File: src/rtl/core/fsl_pkg.sv
// ----------------------------------------------------------------------------
// fsl_pkg
// shared types and constants of the fixed-string line filter
// ----------------------------------------------------------------------------
package fsl_pkg;

    localparam int BYTE_W      = 8;
    localparam int PAT_LEN_W   = 5;
    localparam int CFG_INDEX_W = 3;
    localparam int CFG_DATA_W  = 64;

    localparam logic [BYTE_W-1:0] TERM_RESET = 8'd13;

    // configuration register indexes
    localparam logic [CFG_INDEX_W-1:0] CFG_PATTERN_LOW     = 3'd0;
    localparam logic [CFG_INDEX_W-1:0] CFG_PATTERN_HIGH    = 3'd1;
    localparam logic [CFG_INDEX_W-1:0] CFG_PATTERN_LENGTH  = 3'd2;
    localparam logic [CFG_INDEX_W-1:0] CFG_LINE_TERMINATOR = 3'd3;

    typedef enum logic [1:0] {
        ST_IDLE,
        ST_CHECK,
        ST_SEND
    } fsl_state_t;

    // controller to datapath
    typedef struct packed {
        logic store_byte;   // store and shift the input byte
        logic check;        // compare window with pattern
        logic clear_line;   // drop line state
        logic rd_first;     // read first stored byte
        logic rd_next;      // read following stored byte
    } fsl_cmd_t;

    // datapath to controller
    typedef struct packed {
        logic line_end;     // input item ends the line
        logic matched;      // pattern seen in current line
        logic last_byte;    // output byte is the last of the line
    } fsl_stat_t;

endpackage

File: src/rtl/core/fsl_if.sv
// ----------------------------------------------------------------------------
// fsl_if
// valid/ready channels of the fixed-string line filter
// ----------------------------------------------------------------------------
interface fsl_in_if;
    logic       valid;
    logic       ready;
    logic [7:0] data_byte;
    logic       end_of_input;

    modport source (output valid, output data_byte, output end_of_input, input ready);
    modport sink (input valid, input data_byte, input end_of_input, output ready);
endinterface

interface fsl_out_if;
    logic       valid;
    logic       ready;
    logic [7:0] line_byte;
    logic       last_of_line;
    logic       truncated;

    modport source (output valid, output line_byte, output last_of_line,
                    output truncated, input ready);
    modport sink (input valid, input line_byte, input last_of_line,
                  input truncated, output ready);
endinterface

interface fsl_cfg_if;
    logic        valid;
    logic        ready;
    logic [2:0]  index;
    logic [63:0] data;

    modport source (output valid, output index, output data, input ready);
    modport sink (input valid, input index, input data, output ready);
endinterface

File: src/rtl/core/fsl_datapath.sv
// ----------------------------------------------------------------------------
// fsl_datapath
// line store, match window, pattern registers and replay read port
// ----------------------------------------------------------------------------
module fsl_datapath
    import fsl_pkg::*;
#(
    parameter int LINE_BYTES    = 64,
    parameter int PATTERN_BYTES = 16
)
(
    input  logic                   clk,
    input  logic                   rst_n,
    input  fsl_cmd_t               cmd,
    output fsl_stat_t              stat,
    input  logic [BYTE_W-1:0]      data_byte,
    input  logic                   end_of_input,
    input  logic                   cfg_we,
    input  logic [CFG_INDEX_W-1:0] cfg_index,
    input  logic [CFG_DATA_W-1:0]  cfg_data,
    output logic [BYTE_W-1:0]      line_byte,
    output logic                   last_of_line,
    output logic                   truncated
);

    localparam int AW = $clog2(LINE_BYTES);
    localparam int LW = $clog2(LINE_BYTES + 1);
    localparam int FW = $clog2(PATTERN_BYTES + 1);

    logic [CFG_DATA_W-1:0] pattern_low_reg;
    logic [CFG_DATA_W-1:0] pattern_high_reg;
    logic [PAT_LEN_W-1:0]  pattern_length_reg;
    logic [BYTE_W-1:0]     terminator_reg;

    logic [BYTE_W-1:0]     window_reg [PATTERN_BYTES];
    logic [FW-1:0]         fill_reg;
    logic                  matched_reg;
    logic [LW-1:0]         length_reg;
    logic                  overflow_reg;
    logic [AW-1:0]         rd_idx_reg;
    logic [AW-1:0]         rd_idx_next;
    logic [BYTE_W-1:0]     rd_data_reg;

    logic [BYTE_W-1:0]     store_mem [LINE_BYTES];

    logic [2*CFG_DATA_W-1:0] pattern_all;
    logic [PATTERN_BYTES:1]  hit_len;
    logic                    hit;
    logic                    store_room;

    assign pattern_all = {pattern_high_reg, pattern_low_reg};
    assign store_room  = (length_reg < LW'(LINE_BYTES));

    // per pattern length: window oldest-to-newest equals pattern head
    always_comb
    begin
        for (int l = 1; l <= PATTERN_BYTES; l++)
        begin
            hit_len[l] = 1'b1;
            for (int k = 0; k < l; k++)
            begin
                if (window_reg[l-1-k] != pattern_all[8*k +: 8])
                    hit_len[l] = 1'b0;
            end
        end
    end

    always_comb
    begin
        hit = 1'b0;
        for (int l = 1; l <= PATTERN_BYTES; l++)
        begin
            if (pattern_length_reg == PAT_LEN_W'(l) &&
                (PAT_LEN_W + 1)'(fill_reg) >= (PAT_LEN_W + 1)'(l))
                hit = hit_len[l];
        end
    end

    always_comb
    begin
        rd_idx_next = rd_idx_reg;
        if (cmd.rd_first)
            rd_idx_next = '0;
        else if (cmd.rd_next)
            rd_idx_next = rd_idx_reg + AW'(1);
    end

    // configuration registers
    always_ff @(posedge clk or negedge rst_n)
    begin
        if (!rst_n)
        begin
            pattern_low_reg    <= '0;
            pattern_high_reg   <= '0;
            pattern_length_reg <= '0;
            terminator_reg     <= TERM_RESET;
        end
        else if (cfg_we)
        begin
            case (cfg_index)
                CFG_PATTERN_LOW:     pattern_low_reg    <= cfg_data;
                CFG_PATTERN_HIGH:    pattern_high_reg   <= cfg_data;
                CFG_PATTERN_LENGTH:  pattern_length_reg <= cfg_data[PAT_LEN_W-1:0];
                CFG_LINE_TERMINATOR: terminator_reg     <= cfg_data[BYTE_W-1:0];
                default:             ;
            endcase
        end
    end

    // line state
    always_ff @(posedge clk or negedge rst_n)
    begin
        if (!rst_n)
        begin
            for (int i = 0; i < PATTERN_BYTES; i++)
                window_reg[i] <= '0;
            fill_reg     <= '0;
            matched_reg  <= 1'b0;
            length_reg   <= '0;
            overflow_reg <= 1'b0;
            rd_idx_reg   <= '0;
        end
        else
        begin
            rd_idx_reg <= rd_idx_next;
            if (cmd.clear_line)
            begin
                for (int i = 0; i < PATTERN_BYTES; i++)
                    window_reg[i] <= '0;
                fill_reg     <= '0;
                matched_reg  <= 1'b0;
                length_reg   <= '0;
                overflow_reg <= 1'b0;
            end
            else if (cmd.store_byte)
            begin
                for (int i = PATTERN_BYTES - 1; i > 0; i--)
                    window_reg[i] <= window_reg[i-1];
                window_reg[0] <= data_byte;
                if (fill_reg < FW'(PATTERN_BYTES))
                    fill_reg <= fill_reg + FW'(1);
                if (store_room)
                    length_reg <= length_reg + LW'(1);
                else
                    overflow_reg <= 1'b1;
            end
            else if (cmd.check && hit)
            begin
                matched_reg <= 1'b1;
            end
        end
    end

    // line store memory
    always_ff @(posedge clk)
    begin
        if (cmd.store_byte && store_room)
            store_mem[length_reg[AW-1:0]] <= data_byte;
        if (cmd.rd_first || cmd.rd_next)
            rd_data_reg <= store_mem[rd_idx_next];
    end

    assign stat.line_end  = end_of_input || (data_byte == terminator_reg);
    assign stat.matched   = matched_reg;
    assign stat.last_byte = ((LW'(rd_idx_reg) + LW'(1)) == length_reg);

    assign line_byte    = rd_data_reg;
    assign last_of_line = stat.last_byte;
    assign truncated    = overflow_reg;

endmodule

File: src/rtl/core/fsl_ctrl.sv
// ----------------------------------------------------------------------------
// fsl_ctrl
// sequencer for byte intake, match check and line replay
// ----------------------------------------------------------------------------
module fsl_ctrl
    import fsl_pkg::*;
(
    input  logic      clk,
    input  logic      rst_n,
    input  logic      in_valid,
    output logic      in_ready,
    output logic      out_valid,
    input  logic      out_ready,
    input  fsl_stat_t stat,
    output fsl_cmd_t  cmd
);

    fsl_state_t state_reg;
    fsl_state_t state_next;

    always_ff @(posedge clk or negedge rst_n)
    begin
        if (!rst_n)
            state_reg <= ST_IDLE;
        else
            state_reg <= state_next;
    end

    always_comb
    begin
        state_next = state_reg;
        case (state_reg)
            ST_IDLE:
            begin
                if (in_valid)
                begin
                    if (!stat.line_end)
                        state_next = ST_CHECK;
                    else if (stat.matched)
                        state_next = ST_SEND;
                end
            end
            ST_CHECK:
                state_next = ST_IDLE;
            ST_SEND:
            begin
                if (out_ready && stat.last_byte)
                    state_next = ST_IDLE;
            end
            default:
                state_next = ST_IDLE;
        endcase
    end

    always_comb
    begin
        cmd       = '0;
        in_ready  = 1'b0;
        out_valid = 1'b0;
        case (state_reg)
            ST_IDLE:
            begin
                in_ready = 1'b1;
                if (in_valid)
                begin
                    if (!stat.line_end)
                        cmd.store_byte = 1'b1;
                    else if (stat.matched)
                        cmd.rd_first = 1'b1;
                    else
                        cmd.clear_line = 1'b1;
                end
            end
            ST_CHECK:
                cmd.check = 1'b1;
            ST_SEND:
            begin
                out_valid = 1'b1;
                if (out_ready)
                begin
                    if (stat.last_byte)
                        cmd.clear_line = 1'b1;
                    else
                        cmd.rd_next = 1'b1;
                end
            end
            default:
                ;
        endcase
    end

endmodule

File: src/rtl/core/fixed_string_line_filter.sv
// ----------------------------------------------------------------------------
// fixed_string_line_filter
// passes on whole lines of a byte stream that contain a fixed pattern
// ----------------------------------------------------------------------------
//   channel  dir  payload                                 transfer when
//   in_ch    in   data_byte, end_of_input                 valid & ready
//   out_ch   out  line_byte, last_of_line, truncated      valid & ready
//   cfg_ch   in   index (0..3), data (64 bits)            valid & ready
//
// a text byte is handled in two steps: store and window shift, then pattern compare
// a terminator or end-of-input item needs no compare; for a matched line the
// replay then gives one byte per cycle while out_ch is ready, from the line store read port
// reset clears line state, pattern registers and sets the terminator to CR
// out_ch stalls hold the replay; in_ch is not taken until the line is sent
// ----------------------------------------------------------------------------
module fixed_string_line_filter
    import fsl_pkg::*;
#(
    parameter int LINE_BYTES    = 64,
    parameter int PATTERN_BYTES = 16
)
(
    input logic      clk,
    input logic      rst_n,
    fsl_in_if.sink   in_ch,
    fsl_out_if.source out_ch,
    fsl_cfg_if.sink  cfg_ch
);

    fsl_cmd_t  cmd;
    fsl_stat_t stat;

    // config writes are registered, always ready
    assign cfg_ch.ready = 1'b1;

    // state machine: intake, compare, replay
    fsl_ctrl u_ctrl (
        .clk       (clk),
        .rst_n     (rst_n),
        .in_valid  (in_ch.valid),
        .in_ready  (in_ch.ready),
        .out_valid (out_ch.valid),
        .out_ready (out_ch.ready),
        .stat      (stat),
        .cmd       (cmd)
    );

    // storage, window compare and output register
    fsl_datapath #(
        .LINE_BYTES    (LINE_BYTES),
        .PATTERN_BYTES (PATTERN_BYTES)
    ) u_datapath (
        .clk          (clk),
        .rst_n        (rst_n),
        .cmd          (cmd),
        .stat         (stat),
        .data_byte    (in_ch.data_byte),
        .end_of_input (in_ch.end_of_input),
        .cfg_we       (cfg_ch.valid),
        .cfg_index    (cfg_ch.index),
        .cfg_data     (cfg_ch.data),
        .line_byte    (out_ch.line_byte),
        .last_of_line (out_ch.last_of_line),
        .truncated    (out_ch.truncated)
    );

endmodule
File: src/flat_wrapper.sv
// flat-port wrapper written by rule: the top's interface ports become plain ports
module fixed_string_line_filter_flat import fsl_pkg::*;
#(
    parameter int LINE_BYTES    = 64,
    parameter int PATTERN_BYTES = 16
)
  (clk, rst_n, in_ch_valid, in_ch_data_byte, in_ch_end_of_input, in_ch_ready, out_ch_valid, out_ch_line_byte, out_ch_last_of_line, out_ch_truncated, out_ch_ready, cfg_ch_valid, cfg_ch_index, cfg_ch_data, cfg_ch_ready);
  fsl_in_if in_ch_i ();
  fsl_out_if out_ch_i ();
  fsl_cfg_if cfg_ch_i ();
  input logic clk;
  input logic rst_n;
  input wire logic [$bits(in_ch_i.valid)-1:0] in_ch_valid;
  input wire logic [$bits(in_ch_i.data_byte)-1:0] in_ch_data_byte;
  input wire logic [$bits(in_ch_i.end_of_input)-1:0] in_ch_end_of_input;
  output wire logic [$bits(in_ch_i.ready)-1:0] in_ch_ready;
  output wire logic [$bits(out_ch_i.valid)-1:0] out_ch_valid;
  output wire logic [$bits(out_ch_i.line_byte)-1:0] out_ch_line_byte;
  output wire logic [$bits(out_ch_i.last_of_line)-1:0] out_ch_last_of_line;
  output wire logic [$bits(out_ch_i.truncated)-1:0] out_ch_truncated;
  input wire logic [$bits(out_ch_i.ready)-1:0] out_ch_ready;
  input wire logic [$bits(cfg_ch_i.valid)-1:0] cfg_ch_valid;
  input wire logic [$bits(cfg_ch_i.index)-1:0] cfg_ch_index;
  input wire logic [$bits(cfg_ch_i.data)-1:0] cfg_ch_data;
  output wire logic [$bits(cfg_ch_i.ready)-1:0] cfg_ch_ready;
  assign in_ch_i.valid = in_ch_valid;
  assign in_ch_i.data_byte = in_ch_data_byte;
  assign in_ch_i.end_of_input = in_ch_end_of_input;
  assign in_ch_ready = in_ch_i.ready;
  assign out_ch_valid = out_ch_i.valid;
  assign out_ch_line_byte = out_ch_i.line_byte;
  assign out_ch_last_of_line = out_ch_i.last_of_line;
  assign out_ch_truncated = out_ch_i.truncated;
  assign out_ch_i.ready = out_ch_ready;
  assign cfg_ch_i.valid = cfg_ch_valid;
  assign cfg_ch_i.index = cfg_ch_index;
  assign cfg_ch_i.data = cfg_ch_data;
  assign cfg_ch_ready = cfg_ch_i.ready;
  fixed_string_line_filter #(.LINE_BYTES(LINE_BYTES), .PATTERN_BYTES(PATTERN_BYTES)) u_core (.clk(clk), .rst_n(rst_n), .in_ch(in_ch_i), .out_ch(out_ch_i), .cfg_ch(cfg_ch_i));
endmodule
File: config.mk
export PLATFORM = sky130hd
export DESIGN_NAME = fixed_string_line_filter_flat
export DESIGN_NICKNAME = d
export VERILOG_FILES = /design/src/rtl/core/fsl_pkg.sv /design/src/rtl/core/fsl_if.sv /design/src/rtl/core/fsl_datapath.sv /design/src/rtl/core/fsl_ctrl.sv /design/src/rtl/core/fixed_string_line_filter.sv /design/src/flat_wrapper.sv
export SDC_FILE = /design/constraint.sdc
export NUM_CORES = 2
export LEC_CHECK = 0
export BUFFER_PORTS_ARGS = -buffer_cell sky130_fd_sc_hd__clkbuf_2
export CORE_UTILIZATION = 59
export CTS_BUF_LIST = sky130_fd_sc_hd__clkbuf_8
export DETAILED_ROUTE_END_ITERATION = 8
export PLACE_DENSITY = 0.76
export SETUP_SLACK_MARGIN = 0.15
export SLEW_MARGIN = 20
export SYNTH_ARGS = -nofsm -noshare
export SYNTH_HDL_FRONTEND = slang
export SYNTH_SLANG_ARGS = --single-unit
File: constraint.sdc
create_clock -name clk -period 7.58 [get_ports clk]
set_input_delay 1.516 -clock clk [delete_from_list [all_inputs] [get_ports clk]]
set_output_delay 1.516 -clock clk [all_outputs]
set_load 0.01 [all_outputs]
==> metrics <==
status finished, violations left; failing checks design-rule violations; Worst Path Arrival between 5000 and 6000 ps; Setup Crit Path Kind flip-flop to flip-flop; Mapped Cells 4335; syn nets between 4000 and 5000; Hold-fix buffers, CTS 0; Seq/Total Area, Yosys 0.5022; unrepaired setup endpoints after global routing no; Syn Area/Cell between 10 and 15 um^2; via density per instance between 7 and 8; max-slew violations 0; Setup Buffers After CTS 0; Die ar. 78410 um^2; Initial DRC Count ~6900; PwrDens between 300 and 400 nW/um^2; post-DP HPWL about 120000 um; Max-cap violations 0; Slew HR 0.09985; Final Hold Viols 0; Die Y around 280 um; Die Wd 280.0 um; I/O pin cnt between 90 and 100; DR WL/cell around 37 um; Reg clk slew, reported paths about 70 ps; VDD IR-drop max 0.2286 mV; leak pwr 18.57 nW; worst r2r path cells 13; f_max 194.0 MHz; final setup violation count 0; Critical Path End Type flip-flop; Synth Warn # 0; r2r setup slk approximately 2400 ps; Post-synth EDFFs between 500 and 600; CTS resizes 0; post-synth cell types 77; H-tree depth 4; Final period util 0.6801; flops & latches, synth 811; CTS Buf Count between 100 and 150; total length of routed wires a little over 200000 um; vias in the first global route roughly 36000; Rows between 100 and 150; Initial Utilization 0.5985; post-route setup TNS 0 ps; Clock Latency Late Sink between 800 and 900 ps; GP Congestion 1.103; CORE AREA 76200 um^2; crit path setup slack, layout ~2400 ps; minimum clock period 5155 ps; max reg flops a little over 500; Least-Margin Pin Slew approximately 1400 ps; Post-layout nets between 4000 and 5000; overall routing resource usage 0.5213; Post-Syn Area 45600 um^2; CP required between 8000 and 9000 ps; I/O Buffers between 90 and 100; reg2reg end u_core.u_datapath.line_byte[7]; remaining antenna violation count after routing 0; share of layout cells above drive strength 1 0.1403; worst r2r src u_core.u_datapath.rd_idx_reg[0]; layout overhead on the synthesized area 8.733%; CP startpoint u_core.u_datapath.rd_idx_reg[0]; ys flop type edfxtp_1; clk_skew about 44 ps; antenna violations before repair 10; asr flop ratio synth 0.3588; Worst Hold Class flip-flop to flip-flop; CTS sink count 811; TritonCTS clock tree yes; grt ovf 0; critical path capture point u_core.u_datapath.line_byte[7]; Clock Root Buffer clkbuf_8; pin count of the biggest net entering global routing about 150; drt pass-1 iters 9; critical path fanouts, max 78; clk buf depth 3; drt drc 20; pre-CTS setup slack ~2100 ps; first-pass GRT wire length between 200000 and 300000 um; Startpoint Class flip-flop; Via Count ~38000
==> power breakdown <==
part / switching, mW / total, mW / internal, mW
sequential: 0.699 / 5.72 / 5.02
combinational: 4.67 / 6.92 / 2.26
clock: 1.88 / 3.69 / 1.81
==> layer usage <==
metal,share of wire,routed length [um],vias up,GRT usage
met1,0.34,67590,18218,0.6046
met2,0.40,81320,3457,0.7166
met4,0.11,21500,14,0.4217
li1,-,-,14971,-
met3,0.15,30570,1283,0.2635
met5,0.0018,367,-,0.05003
==> worst max-delay path, cell delays in order, from the launching register on <==
cell and delay (ps):
dfrtp_1 560, ha_1 470, nand2b_1 130, o211a_1 270, nor4_4 440, a31o_4 360, mux2i_4 300, buf_4 570
buf_4 770, nand2_1 140, a32oi_1 240, nand4_1 250, nand4_1 300, or4_1 140
==> cell families (layout without fill, tap and decap cells) <==
| group | after synthesis | in the layout | share of synthesized area |
|---|---|---|---|
| multiplexers | 173 | 173 | 0.04187 |
| AO/OA/AOI/OAI | 394 | 394 | 0.05827 |
| AND/OR/NAND/NOR | 1365 | 1365 | 0.1442 |
| buffers and inverters | 494 | 534 | 0.04206 |
| flip-flops | 811 | 811 | 0.5022 |
| other | 1 | 10 | 0.00008223 |
| adder cells (fa/ha/maj) | 6 | 6 | 0.001646 |
| XOR/XNOR | 1091 | 1091 | 0.2097 |
==> stage by stage <==
| stage | std cells | instance area [um^2] | hold slack, ps | util | power, mW |
|---|---|---|---|---|---|
| 2_1_floorplan | 4335 | 45610 | 468.0 | - | 9.786 |
| 3_3_place_gp | 5172 | 47010 | 489.9 | 0.6170 | 12.06 |
| 3_5_place_dp | 5172 | 47020 | 495.1 | 0.6170 | 12.15 |
| 4_1_cts | 5403 | 49500 | 506.4 | 0.6496 | 15.78 |
| 5_1_grt | 5406 | 49570 | 524.9 | 0.6505 | 16.68 |
| 6_report | 5414 | 49590 | 508.2 | 0.6507 | 16.34 |
==> final cells by class <==
class | count | area (um^2)
fillers | 5971 | 26610
flip-flops and latches | 811 | 22910
multi-input cells | 3030 | 20940
clock buffers | 139 | 1913
repair buffers | 266 | 1802
well taps | 1030 | 1289
clock inverters | 92 | 564.3
inverters | 37 | 143.9
diodes | 9 | 22.52
==> placed cells by master (no fill, tap or decap), types with 11 or more instances in the layout <==
cell type	netlist	final
nand4_1	221	221
dfrtp_1	288	281
o22ai_1	21	21
mux2i_1	40	39
o211ai_1	20	20
a32oi_1	34	34
o21ai_0	129	129
buf_4	5	171
a311oi_1	34	34
clkinv_2	0	11
a31oi_1	21	21
clkinv_1	1	18
and2_0	23	23
a211oi_1	40	39
nor4_1	163	157
or4_1	17	17
and2_1	12	12
edfxtp_1	520	520
nor3_1	14	14
o31ai_1	14	14
clkbuf_2	1	91
clkbuf_8	0	139
nor2_1	106	106
xor2_1	477	477
a21oi_1	31	28
nand2_1	654	654
inv_1	34	80
mux2_2	132	132
nand3_1	107	107
xnor2_1	613	610
==> how the worst min path moves through the flow <==
stage / startpoint / to / slack (ps) / cells past startpoint
after floorplan: u_core.u_ctrl.state_reg[0] / u_core.u_ctrl.state_reg[1] / 470 / 1
after global routing: u_core.u_datapath.pattern_low_reg[20] / u_core.u_datapath.pattern_low_reg[20] / 520 / 1
after CTS: u_core.u_datapath.window_reg[66] / u_core.u_datapath.window_reg[58] / 510 / 2
after global placement: u_core.u_datapath.pattern_low_reg[38] / u_core.u_datapath.pattern_low_reg[38] / 490 / 1
after detailed placement: u_core.u_datapath.window_reg[66] / u_core.u_datapath.window_reg[58] / 500 / 2
final: u_core.u_datapath.window_reg[66] / u_core.u_datapath.window_reg[58] / 510 / 2
==> Yosys cell counts (all sizes together) (3+ instances only) <==
cell	count	area, um^2
nand2	654	2455
xnor2	614	5385
edfxtp	520	15610
xor2	477	4178
clkbuf	304	1142
dfrtp	288	7207
nand4	221	1383
nor4	164	1041
buf	153	636.9
mux2	132	1486
o21ai	131	659.4
nand3	108	545.5
nor2	106	397.9
mux2i	41	422.9
a211oi	40	300.3
inv	36	135.1
and2	35	219.0
a311oi	34	297.8
a32oi	34	297.8
a21oi	31	155.2
a31oi	22	143.9
o22ai	21	131.4
o211ai	20	150.1
or4	17	127.6
nor3	14	70.07
o31ai	14	105.1
a22oi	9	67.56
nor2b	7	43.79
or3	7	43.79
a221oi	6	58.80
and3	6	37.54
ha	6	75.07
a2111oi	5	43.79
a22o	5	43.79
nand3b	5	37.54
nand2b	4	25.02
or3b	4	35.03
dfstp	3	78.83
nand4b	3	26.28
o221ai	3	26.28
o2bb2ai	3	26.28
No activity file was read; power rests on OpenSTA's default activity.
